<file path="config.mk">
export PLATFORM = sky130hd
export DESIGN_NAME = glyph_token_tile_layout
export DESIGN_NICKNAME = d
export VERILOG_FILES = /design/src/gtl_pkg.sv /design/src/glyph_token_tile_layout.sv /design/src/gtl_core.sv /design/src/gtl_queue.sv
export SDC_FILE = /design/constraint.sdc
export NUM_CORES = 1
export LEC_CHECK = 0
export BUFFER_PORTS_ARGS = -buffer_cell sky130_fd_sc_hd__buf_2
export CAP_MARGIN = 20
export CORE_MARGIN = 1
export CORE_UTILIZATION = 50
export CTS_BUF_LIST = sky130_fd_sc_hd__clkbuf_8
export CTS_CLUSTER_SIZE = 28
export DETAILED_ROUTE_END_ITERATION = 16
export GPL_TIMING_DRIVEN = 0
export HOLD_SLACK_MARGIN = 0.06
export PLACE_DENSITY = 0.7
export SYNTH_ARGS = -nofsm -noshare
export SYNTH_HDL_FRONTEND = slang
export SYNTH_SLANG_ARGS = --single-unit
</file>
<file path="constraint.sdc">
create_clock -name clk -period 7.6 [get_ports clk]
set_input_delay 1.52 -clock clk [delete_from_list [all_inputs] [get_ports clk]]
set_output_delay 1.52 -clock clk [all_outputs]
set_load 0.02 [all_outputs]
</file>
<file path="src/gtl_pkg.sv">
// ----------------------------------------------------------------------------
// gtl_pkg
// Shared types and constants for the glyph token tile layout block.
// ----------------------------------------------------------------------------
package gtl_pkg;

  localparam int GLYPH_SLOTS_DEF = 128;
  localparam int TILE_BYTES      = 32;
  localparam int HALF_STRIDE     = 2 * TILE_BYTES;
  localparam int FULL_STRIDE     = 4 * TILE_BYTES;

  localparam int GRID_COLS = 32;
  localparam int GRID_ROWS = 23;
  localparam logic [5:0] HIGH_ID_MASK = 6'h3f;

  localparam int QUEUE_DEPTH = 4;
  localparam int QUEUE_AW    = $clog2(QUEUE_DEPTH);

  localparam int CFG_AW = 3;
  localparam int CFG_DW = 16;

  localparam logic [CFG_AW-1:0] REG_STORE_HEADER = 3'd0;
  localparam logic [CFG_AW-1:0] REG_HALF_TOTAL   = 3'd1;
  localparam logic [CFG_AW-1:0] REG_NEWLINE      = 3'd2;
  localparam logic [CFG_AW-1:0] REG_WIDE_MASK    = 3'd3;
  localparam logic [CFG_AW-1:0] REG_ASCII_BASE   = 3'd4;
  localparam logic [CFG_AW-1:0] REG_LINE_PITCH   = 3'd5;

  localparam logic [1:0] OP_PAGE   = 2'd0;
  localparam logic [1:0] OP_STRING = 2'd1;
  localparam logic [1:0] OP_TOKEN  = 2'd2;

  typedef struct packed {
    logic [23:0] glyph_byte_offset;
    logic [9:0]  slot_tile;
    logic [9:0]  map_position;
    logic        last;
  } result_t;

  typedef struct packed {
    logic [1:0] count;
    result_t    r0;
    result_t    r1;
  } push_t;

endpackage

</file>
<file path="src/glyph_token_tile_layout.sv">
// ----------------------------------------------------------------------------
// glyph_token_tile_layout
// Lays out a token stream on a 32x23 tile map, one halfcell result per slot.
// ----------------------------------------------------------------------------
//  channel   direction  handshake            payload
//  in        input      in_valid/in_stall    operation start_row start_col token_byte
//  out       output     out_valid/out_stall  glyph_byte_offset slot_tile map_position last
//  cfg       input      cfg_en               cfg_index cfg_data
//
//  one input transaction per cycle while in_stall is low; its results enter the queue at
//  the same edge and leave on out behind any older results, one per cycle while out_stall
//  is low, so a wide glyph gives up to two results. in_stall rises while the four-entry
//  result queue holds more than two results. reset is synchronous and restores cursor,
//  slots and registers.
module glyph_token_tile_layout #(
  parameter int GLYPH_SLOTS = gtl_pkg::GLYPH_SLOTS_DEF
) (
  input  logic                       clk,
  input  logic                       rst,
  input  logic                       cfg_en,
  input  logic [gtl_pkg::CFG_AW-1:0] cfg_index,
  input  logic [gtl_pkg::CFG_DW-1:0] cfg_data,
  input  logic                       in_valid,
  output logic                       in_stall,
  input  logic [1:0]                 operation,
  input  logic [4:0]                 start_row,
  input  logic [4:0]                 start_col,
  input  logic [7:0]                 token_byte,
  output logic                       out_valid,
  input  logic                       out_stall,
  output logic [23:0]                glyph_byte_offset,
  output logic [9:0]                 slot_tile,
  output logic [9:0]                 map_position,
  output logic                       last
);

  logic             accept;
  gtl_pkg::push_t   push;
  gtl_pkg::result_t head;

  assign accept = in_valid && !in_stall;

  gtl_core #(
    .GLYPH_SLOTS(GLYPH_SLOTS)
  ) u_core (
    .clk        (clk),
    .rst        (rst),
    .cfg_en     (cfg_en),
    .cfg_index  (cfg_index),
    .cfg_data   (cfg_data),
    .accept     (accept),
    .operation  (operation),
    .start_row  (start_row),
    .start_col  (start_col),
    .token_byte (token_byte),
    .push       (push)
  );

  gtl_queue u_queue (
    .clk       (clk),
    .rst       (rst),
    .push      (push),
    .full      (in_stall),
    .out_valid (out_valid),
    .out_stall (out_stall),
    .head      (head)
  );

  assign glyph_byte_offset = head.glyph_byte_offset;
  assign slot_tile         = head.slot_tile;
  assign map_position      = head.map_position;
  assign last              = head.last;

endmodule

</file>
<file path="src/gtl_core.sv">
// ----------------------------------------------------------------------------
// gtl_core
// Cursor, slot and configuration state; builds up to two results per token.
// ----------------------------------------------------------------------------
module gtl_core #(
  parameter int GLYPH_SLOTS = gtl_pkg::GLYPH_SLOTS_DEF
) (
  input  logic                       clk,
  input  logic                       rst,
  input  logic                       cfg_en,
  input  logic [gtl_pkg::CFG_AW-1:0] cfg_index,
  input  logic [gtl_pkg::CFG_DW-1:0] cfg_data,
  input  logic                       accept,
  input  logic [1:0]                 operation,
  input  logic [4:0]                 start_row,
  input  logic [4:0]                 start_col,
  input  logic [7:0]                 token_byte,
  output gtl_pkg::push_t             push
);

  logic [15:0] store_header_bytes;
  logic [15:0] half_glyph_total;
  logic [7:0]  newline_code;
  logic [7:0]  wide_flag_mask;
  logic [7:0]  ascii_base;
  logic [3:0]  line_pitch_tiles;

  logic [7:0] cursor_row, cursor_row_next;
  logic [7:0] cursor_col, cursor_col_next;
  logic [4:0] line_start_col, line_start_col_next;
  logic       wide_pending, wide_pending_next;
  logic [5:0] wide_high_bits, wide_high_bits_next;
  logic [8:0] slot_count, slot_count_next;

  logic        is_tok, tok_nz, is_nl, is_wide_start, is_half, do_full;
  logic        row_ok, col_a_ok, col_b_ok;
  logic        place_a, place_b;
  logic [8:0]  slot_a;
  logic [8:0]  col_b;
  logic [13:0] full_id;
  logic [23:0] full_off0, full_off1, half_off;
  logic [7:0]  tok_rel;
  gtl_pkg::result_t res_a, res_b;

  function automatic logic [7:0] sat_add(input logic [7:0] a, input logic [7:0] b);
    logic [8:0] s;
    s = {1'b0, a} + {1'b0, b};
    sat_add = s[8] ? 8'hff : s[7:0];
  endfunction

  function automatic logic [9:0] tile_of(input logic [8:0] s);
    tile_of = {s, 1'b0} + 10'd2;
  endfunction

  always_comb begin
    is_tok        = operation == gtl_pkg::OP_TOKEN;
    tok_nz        = token_byte != 8'd0;
    do_full       = is_tok && wide_pending;
    is_nl         = is_tok && !wide_pending && tok_nz && token_byte == newline_code;
    is_wide_start = is_tok && !wide_pending && tok_nz && token_byte != newline_code &&
                    (token_byte & wide_flag_mask) != 8'd0;
    is_half       = is_tok && !wide_pending && tok_nz && token_byte != newline_code &&
                    (token_byte & wide_flag_mask) == 8'd0 && token_byte >= ascii_base;

    full_id   = {wide_high_bits, token_byte};
    full_off0 = 24'(store_header_bytes) + 24'(half_glyph_total) * 24'(gtl_pkg::HALF_STRIDE)
              + 24'(full_id) * 24'(gtl_pkg::FULL_STRIDE);
    full_off1 = full_off0 + 24'(gtl_pkg::HALF_STRIDE);
    tok_rel   = token_byte - ascii_base;
    half_off  = 24'(store_header_bytes) + 24'(tok_rel) * 24'(gtl_pkg::HALF_STRIDE);

    col_b    = {1'b0, cursor_col} + 9'd1;
    row_ok   = cursor_row < 8'(gtl_pkg::GRID_ROWS);
    col_a_ok = cursor_col < 8'(gtl_pkg::GRID_COLS);
    col_b_ok = col_b < 9'(gtl_pkg::GRID_COLS);

    place_a = (do_full || is_half) && row_ok && col_a_ok && slot_count < 9'(GLYPH_SLOTS);
    slot_a  = slot_count + 9'(place_a);
    place_b = do_full && row_ok && col_b_ok && slot_a < 9'(GLYPH_SLOTS);

    res_a.glyph_byte_offset = do_full ? full_off0 : half_off;
    res_a.slot_tile         = tile_of(slot_count);
    res_a.map_position      = {cursor_row[4:0], cursor_col[4:0]};
    res_a.last              = !place_b;

    res_b.glyph_byte_offset = full_off1;
    res_b.slot_tile         = tile_of(slot_a);
    res_b.map_position      = {cursor_row[4:0], col_b[4:0]};
    res_b.last              = 1'b1;

    push.r0    = place_a ? res_a : res_b;
    push.r1    = res_b;
    push.count = accept ? 2'(place_a) + 2'(place_b) : 2'd0;

    cursor_row_next     = cursor_row;
    cursor_col_next     = cursor_col;
    line_start_col_next = line_start_col;
    wide_pending_next   = wide_pending;
    wide_high_bits_next = wide_high_bits;
    slot_count_next     = slot_count;
    case (operation)
      gtl_pkg::OP_PAGE: begin
        slot_count_next = 9'd0;
      end
      gtl_pkg::OP_STRING: begin
        cursor_row_next     = {3'd0, start_row};
        cursor_col_next     = {3'd0, start_col};
        line_start_col_next = start_col;
        wide_pending_next   = 1'b0;
      end
      gtl_pkg::OP_TOKEN: begin
        slot_count_next = slot_a + 9'(place_b);
        if (do_full) begin
          wide_pending_next = 1'b0;
          cursor_col_next   = sat_add(cursor_col, 8'd2);
        end else if (is_nl) begin
          cursor_row_next = sat_add(cursor_row, {4'd0, line_pitch_tiles});
          cursor_col_next = {3'd0, line_start_col};
        end else if (is_wide_start) begin
          wide_pending_next   = 1'b1;
          wide_high_bits_next = token_byte[5:0] & gtl_pkg::HIGH_ID_MASK;
        end else if (is_half) begin
          cursor_col_next = sat_add(cursor_col, 8'd1);
        end
      end
      default: begin
      end
    endcase
  end

  always_ff @(posedge clk) begin
    if (rst) begin
      cursor_row     <= 8'd0;
      cursor_col     <= 8'd0;
      line_start_col <= 5'd0;
      wide_pending   <= 1'b0;
      wide_high_bits <= 6'd0;
      slot_count     <= 9'd0;
    end else if (accept) begin
      cursor_row     <= cursor_row_next;
      cursor_col     <= cursor_col_next;
      line_start_col <= line_start_col_next;
      wide_pending   <= wide_pending_next;
      wide_high_bits <= wide_high_bits_next;
      slot_count     <= slot_count_next;
    end
  end

  always_ff @(posedge clk) begin
    if (rst) begin
      store_header_bytes <= 16'd0;
      half_glyph_total   <= 16'd0;
      newline_code       <= 8'd1;
      wide_flag_mask     <= 8'd128;
      ascii_base         <= 8'd32;
      line_pitch_tiles   <= 4'd2;
    end else if (cfg_en) begin
      case (cfg_index)
        gtl_pkg::REG_STORE_HEADER: store_header_bytes <= cfg_data;
        gtl_pkg::REG_HALF_TOTAL:   half_glyph_total   <= cfg_data;
        gtl_pkg::REG_NEWLINE:      newline_code       <= cfg_data[7:0];
        gtl_pkg::REG_WIDE_MASK:    wide_flag_mask     <= cfg_data[7:0];
        gtl_pkg::REG_ASCII_BASE:   ascii_base         <= cfg_data[7:0];
        gtl_pkg::REG_LINE_PITCH:   line_pitch_tiles   <= cfg_data[3:0];
        default: begin
        end
      endcase
    end
  end

endmodule

</file>
<file path="src/gtl_queue.sv">
// ----------------------------------------------------------------------------
// gtl_queue
// Result queue taking up to two results per cycle, draining one per cycle while out_stall is low.
// ----------------------------------------------------------------------------
module gtl_queue (
  input  logic              clk,
  input  logic              rst,
  input  gtl_pkg::push_t    push,
  output logic              full,
  output logic              out_valid,
  input  logic              out_stall,
  output gtl_pkg::result_t  head
);

  localparam int AW = gtl_pkg::QUEUE_AW;

  gtl_pkg::result_t mem [gtl_pkg::QUEUE_DEPTH];
  logic [AW-1:0] rd_ptr;
  logic [AW-1:0] wr_ptr;
  logic [AW:0]   count, count_next;
  logic          pop;

  assign pop        = out_valid && !out_stall;
  assign out_valid  = count != '0;
  assign full       = count > (AW+1)'(gtl_pkg::QUEUE_DEPTH - 2);
  assign head       = mem[rd_ptr];
  assign count_next = count + (AW+1)'(push.count) - (AW+1)'(pop);

  always_ff @(posedge clk) begin
    if (push.count != 2'd0) begin
      mem[wr_ptr] <= push.r0;
    end
    if (push.count == 2'd2) begin
      mem[wr_ptr + AW'(1)] <= push.r1;
    end
  end

  always_ff @(posedge clk) begin
    if (rst) begin
      rd_ptr <= '0;
      wr_ptr <= '0;
      count  <= '0;
    end else begin
      rd_ptr <= rd_ptr + AW'(pop);
      wr_ptr <= wr_ptr + AW'(push.count);
      count  <= count_next;
    end
  end

endmodule

</file>
==> results of run 1 <==
==> flip-flops by register name, summed over array words and instances (netlist names) <==
signal,count
u_queue.mem,176
u_core.wide_flag_mask,8
u_queue.count,3
u_core.slot_count,9
u_queue.wr_ptr,2
u_core.newline_code,8
u_core.line_pitch_tiles,4
u_core.wide_high_bits,6
u_core.wide_pending,1
u_core.cursor_col,8
u_core.cursor_row,8
u_core.ascii_base,8
u_core.line_start_col,5
u_core.store_header_bytes,16
u_core.half_glyph_total,16
u_queue.rd_ptr,2
==> synthesized netlist by cell type (all sizes together), types with 46 or more instances <==
cell type	n	area, µm²
ha	65	813
a21oi	143	716
dfxtp	108	2160
inv	49	184
nand2	207	780
o22ai	71	450
nor2	125	469
and2	48	300
edfxtp	172	5160
xnor2	46	403
clkbuf	75	282
o21ai	67	347
==> what timing repair did <==
item / in CTS / in global routing
hold buffers: 0 / 0
resized for setup: 21 / 38
pin swaps: 3 / 0
buffers inserted: 10 / 0
endpoints found under the setup margin: 343 / 270
==> layout make-up <==
class	instances	area [µm²]
Sequential cell	280	7330
Timing Repair Buffer	101	576
Multi-Input combinational cell	1219	8550
Fill cell	2800	13200
Clock buffer	56	771
Clock inverter	34	174
Inverter	49	184
Tap cell	435	544
Buffer	92	425
==> report_power, final <==
part           internal, µW  switching (µW)
logic                   348             529
clock network           709             637
registers              1630            26.5
total                  2690            1190
==> worst min-delay path: cells and delay by family (launching register included) <==
family	cells	cell delay, ps
DFF	1	310
and+or+nand+nor	1	50
AOI/OAI and AO/OA	1	50
==> metal layers <==
metal  wire (µm)  up-vias  track usage
li1            -     6403            -
met1       19900     6441        0.381
met2       20900      645        0.438
met3        4170      105       0.0491
met4        1420        0       0.0958
met5           0        -            0
==> through the flow <==
step	util	total power, µW	std cells	setup WS (ps)
after detailed placement	0.546	2550	2169	-2210
after global routing	0.583	4030	2266	-44.7
after global placement	0.544	2550	2166	-2270
after CTS	0.580	3890	2269	8.49
final	0.583	3880	2266	200
after floorplan	-	2290	1643	251
==> cells by family after synthesis <==
family / after synthesis / share of synthesized area
xor+xnor: 90 / 0.0484
buf+inv: 144 / 0.0355
simple gates: 549 / 0.159
mux: 64 / 0.0734
other cells: 1 / 0.000230
fa+ha+maj: 71 / 0.0573
compound gates: 444 / 0.176
flops: 280 / 0.450
==> final timing paths <==
kind	startpoint	endpoint	slack, ps	cells past startpoint
setup reg to reg	u_core.cursor_row[2]	u_queue.mem[3][41]	650	23
setup / recovery	token_byte[0]	u_queue.mem[3][41]	200	28
hold / removal	u_core.wide_flag_mask[4]	u_core.wide_flag_mask[4]	460	2
hold reg to reg	u_core.wide_flag_mask[4]	u_core.wide_flag_mask[4]	460	2
==> metrics.md, run 1 <==
| Metric | Value |
|---|---|
| Final TNS setup | `0 ps` |
| Die width | `183 µm` |
| DRT iter0 DRCs | `1454` |
| PwrDens | `209 nW/µm²` |
| Data arrival, critical path | `7660 ps` |
| Fin crit period | `7400 ps` |
| Final cycle utilization of the critical path | `0.974` |
| DRT antenna net count | `0` |
| Area growth syn-to-layout | `13.8%` |
| Reg clk slew, reported paths | `60 ps` |
| Status | `completed` |
| Core area | `31800 µm²` |
| Worst hold path type | `reg -> reg` |
| CTS root buf | `clkbuf_8` |
| Final Hold Fails | `0` |
| CP startpoint kind | `input pin` |
| Commonest non-fill, non-tap cell in the layout | `nand2_1` |
| Clock Tree Buf Depth | `3` |
| Yosys Warn Count | `0` |
| Max FO, Critical Path | `30` |
| Mapped Cells | `1643` |
| Die Span Y | `183 µm` |
| Worst Skew | `15.0 ps` |
| Initial DRT Pass Iterations | `9` |
| First-pass GRT wire length | `71.2 mm` |
| Ys async rst share | `0` |
| WL/cell | `20.4 µm` |
| Gr usage total | `0.276` |
| Largest net degree at the start of global routing | `53` |
| Share of cells above drive strength 1 | `0.159` |
| Worst slew pin tran | `1110 ps` |
| Max Slew Vio Count | `0` |
| Io pins | `91` |
| Grt ovf | `0` |
| Clk_lat worst skew | `580 ps` |
| Die ar. | `33300 µm²` |
| Mapped Nets | `1758` |
| Critical path class | `in -> reg` |
| Row count | `65` |
| EDFF count, synth | `172` |
| Vias in the first global route | `12.8k` |
| Total CTS buffers | `49` |
| Max_cap viols | `0` |
| Input/output buffers | `88` |
| Via-to-Cell Ratio | `6.00` |
| Initial Util | `0.512` |
| Syn avg cell area | `9.92 µm²` |
| Relative slew slack | `0.241` |
| ANT cells | `0` |
| Data required time of the worst path | `7860 ps` |
| Maximum VDD drop | `0.000125 V` |
| GP Congestion | `0.940` |
| Highest clock rate | `135 MHz` |
| Area after DPL | `17300 µm²` |
| Vias | `13.6k` |
| # H-tree levels | `2` |
| Final net count | `1907` |
| Design area | `18600 µm²` |
| Yosys cell types | `84` |
| Slowest CP cell | `fa_1` |
| Final setup vio count | `0` |
| TritonCTS clock tree | `done` |
| Seq/Total Area, Yosys | `0.450` |
| Remaining DRCs | `0` |
| Synth Flop Type | `edfxtp_1` |
| Post-Syn Area | `16300 µm²` |
| Worst Path Buf+Inv | `10` |
| Endpoint type of the worst setup path | `flop` |
| CP delay by family, top | `buffers and inverters` |
| Leakage | `0.00688 µW` |
| Hold WS | `460 ps` |
| DP HPWL | `33.4 mm` |
| Clk sink count | `280` |
| Initial antenna violation count | `0` |
| Aggregate routed wire length | `46.3 mm` |
| Seq cells post-synth | `280` |
| Largest stage delay, worst path | `400 ps` |
| Most frequent cells in the layout | `nand2_1 (206), edfxtp_1 (172), a21oi_1 (143), nor2_1 (120), dfxtp_1 (108)` |
No activity file was read; power rests on OpenSTA's default activity.
==> run 2: changes to the inputs <==
--- a/config.mk
+++ b/config.mk
@@ -5,7 +5,7 @@
 export SDC_FILE = /design/constraint.sdc
 export NUM_CORES = 1
 export LEC_CHECK = 0
-export BUFFER_PORTS_ARGS = -buffer_cell sky130_fd_sc_hd__buf_2
+export BUFFER_PORTS_ARGS = -buffer_cell sky130_fd_sc_hd__buf_4
 export CAP_MARGIN = 20
 export CORE_MARGIN = 1
 export CORE_UTILIZATION = 50
==> run 2 against run 1 <==
  * Routed wire length up 1.0%
  * Combinational power is 6.8% higher
  * Sequential power barely moved
==> metrics.md, run 2 (same netlist as run 1, synthesis figures left out) <==
| Metric | Value |
|---|---|
| DRT iter0 DRCs | `1438` |
| Highest clock rate | `135 MHz` |
| Initial antenna violation count | `0` |
| Largest regs | `u_queue.mem: 176 flops, u_core.half_glyph_total: 16 flops, u_core.store_header_bytes: 16 flops` |
| GP Congestion | `0.930` |
| Die width | `183 µm` |
| DRT antenna net count | `0` |
| Data arrival, critical path | `7820 ps` |
| Final net count | `1906` |
| Largest register FFs | `176` |
| Aggregate routed wire length | `46.8 mm` |
| Initial DRT Pass Iterations | `7` |
| # H-tree levels | `2` |
| Worst slew pin tran | `1060 ps` |
| Share of cells above drive strength 1 | `0.156` |
| Data required time of the worst path | `8010 ps` |
| Critical path endpoint | `u_queue.mem[3][41]` |
| Input/output buffers | `88` |
| Largest net degree at the start of global routing | `53` |
| Final setup vio count | `0` |
| Initial Util | `0.512` |
| Most frequent cells in the layout | `nand2_1 (206), edfxtp_1 (172), a21oi_1 (143), nor2_1 (122), dfxtp_1 (108)` |
| Grt ovf | `0` |
| Reg2reg path depth | `23` |
| WL/cell | `20.7 µm` |
| Critical path class | `in -> reg` |
| # fillers | `2729` |
| Status | `completed` |
| Gr usage total | `0.281` |
| Endpoint type of the worst setup path | `flop` |
| ANT cells | `0` |
| Final cycle utilization of the critical path | `0.974` |
| Via-to-Cell Ratio | `6.05` |
| Vias in the first global route | `13.1k` |
| Hold WS | `456 ps` |
| Area growth syn-to-layout | `15.5%` |
| CP startpoint kind | `input pin` |
| Relative slew slack | `0.280` |
| Max FO, Critical Path | `13` |
| Final Hold Fails | `0` |
| Max Slew Vio Count | `0` |
| Maximum VDD drop | `0.000170 V` |
| Final Util | `0.592` |
| Overall power | `4070 µW` |
| Remaining DRCs | `0` |
| Leakage | `0.00694 µW` |
| Io pins | `91` |
| Total CTS buffers | `48` |
| RR Startpoint | `u_core.cursor_row[2]` |
| Final TNS setup | `0 ps` |
| TritonCTS clock tree | `done` |
| Die Span Y | `183 µm` |
| PwrDens | `216 nW/µm²` |
| Row count | `65` |
| Worst hold path type | `reg -> reg` |
| Die ar. | `33300 µm²` |
| Max_cap viols | `0` |
| Clock Tree Buf Depth | `3` |
| Worst setup path startpoint | `operation[0]` |
| Worst r2r dst | `u_queue.mem[3][41]` |
| Core area | `31800 µm²` |
| Hold Buf Count CTS | `0` |
| Reg clk slew, reported paths | `60 ps` |
| Worst Skew | `46.8 ps` |
| Commonest non-fill, non-tap cell in the layout | `nand2_1` |
| Clk_lat worst skew | `610 ps` |
| First-pass GRT wire length | `72.4 mm` |
| Register-to-register setup slack | `580 ps` |
| Vias | `13.7k` |
| Clk sink count | `280` |
| Fin crit period | `7410 ps` |
| DP HPWL | `33.6 mm` |
| Reg with most FFs | `u_queue.mem` |
| CTS root buf | `clkbuf_8` |
[run 2: worst min-delay path by stage]
stage | start | endpoint | cells past startpoint
after floorplan | u_core.line_start_col[1] | u_core.line_start_col[1] | 2
after global placement | u_core.wide_flag_mask[4] | u_core.wide_flag_mask[4] | 2
after detailed placement | u_core.wide_flag_mask[0] | u_core.wide_flag_mask[0] | 2
after CTS | u_core.wide_flag_mask[0] | u_core.wide_flag_mask[0] | 2
after global routing | u_core.wide_flag_mask[0] | u_core.wide_flag_mask[0] | 2
final | u_core.wide_flag_mask[0] | u_core.wide_flag_mask[0] | 2
[run 2: final cells by class]
cell class / instances / area (µm²) / area share
Multi-Input combinational cell: 1219 / 8520 / 0.453
Sequential cell: 280 / 7330 / 0.389
Timing Repair Buffer: 99 / 791 / 0.0420
Clock buffer: 56 / 771 / 0.0409
Tap cell: 435 / 544 / 0.0289
Buffer: 94 / 424 / 0.0225
Clock inverter: 33 / 267 / 0.0142
Inverter: 49 / 184 / 0.00977
[run 2: what timing repair did]
action / CTS / global route
setup buffers: 7 / 0
gates resized for setup: 20 / 21
setup endpoints to repair: 302 / 297
pin swaps: 2 / 0
[run 2: power by group]
part / internal (µW) / leakage, µW / switching (µW) / total, µW
logic: 402 / 0.00381 / 536 / 938
registers: 1630 / 0.00256 / 26.2 / 1660
clock network: 815 / 0.000566 / 656 / 1470
total: 2850 / 0.00694 / 1220 / 4070
[run 2: worst max-delay path: stages]
cell and delay (ps):
buf_4 120, inv_1 70, ha_1 210, and2b_1 320, o21ai_1 190, a2111oi_2 410
a211oi_2 170, nor2b_1 170, buf_4 190, buf_2 350, ha_1 260, ha_1 310
and3_1 280, nand3_1 170, xor2_2 280, nand3_1 110, nor4b_1 260, buf_2 230
ha_2 340, o211ai_1 120, buf_4 210, or2_2 270, clkbuf_1 260, o21ai_2 620
nand3_1 190, mux2i_1 190
[run 2: stage by stage]
| step | area (µm²) | instances | setup slack [ps] |
|---|---|---|---|
| 6_report | 18800 | 2265 | 195 |
| 2_1_floorplan | 16300 | 1643 | 251 |
| 4_1_cts | 18700 | 2266 | 22.4 |
| 3_3_place_gp | 17500 | 2166 | -2400 |
| 5_1_grt | 18800 | 2265 | -35.1 |
| 3_5_place_dp | 17600 | 2170 | -1510 |
[run 2: layer usage]
metal / global-route usage / share of wire / wire length [µm]
met5: 0 / 0 / 0
met2: 0.451 / 0.45 / 21000
met4: 0.110 / 0.037 / 1740
met1: 0.377 / 0.42 / 19600
met3: 0.0521 / 0.096 / 4470
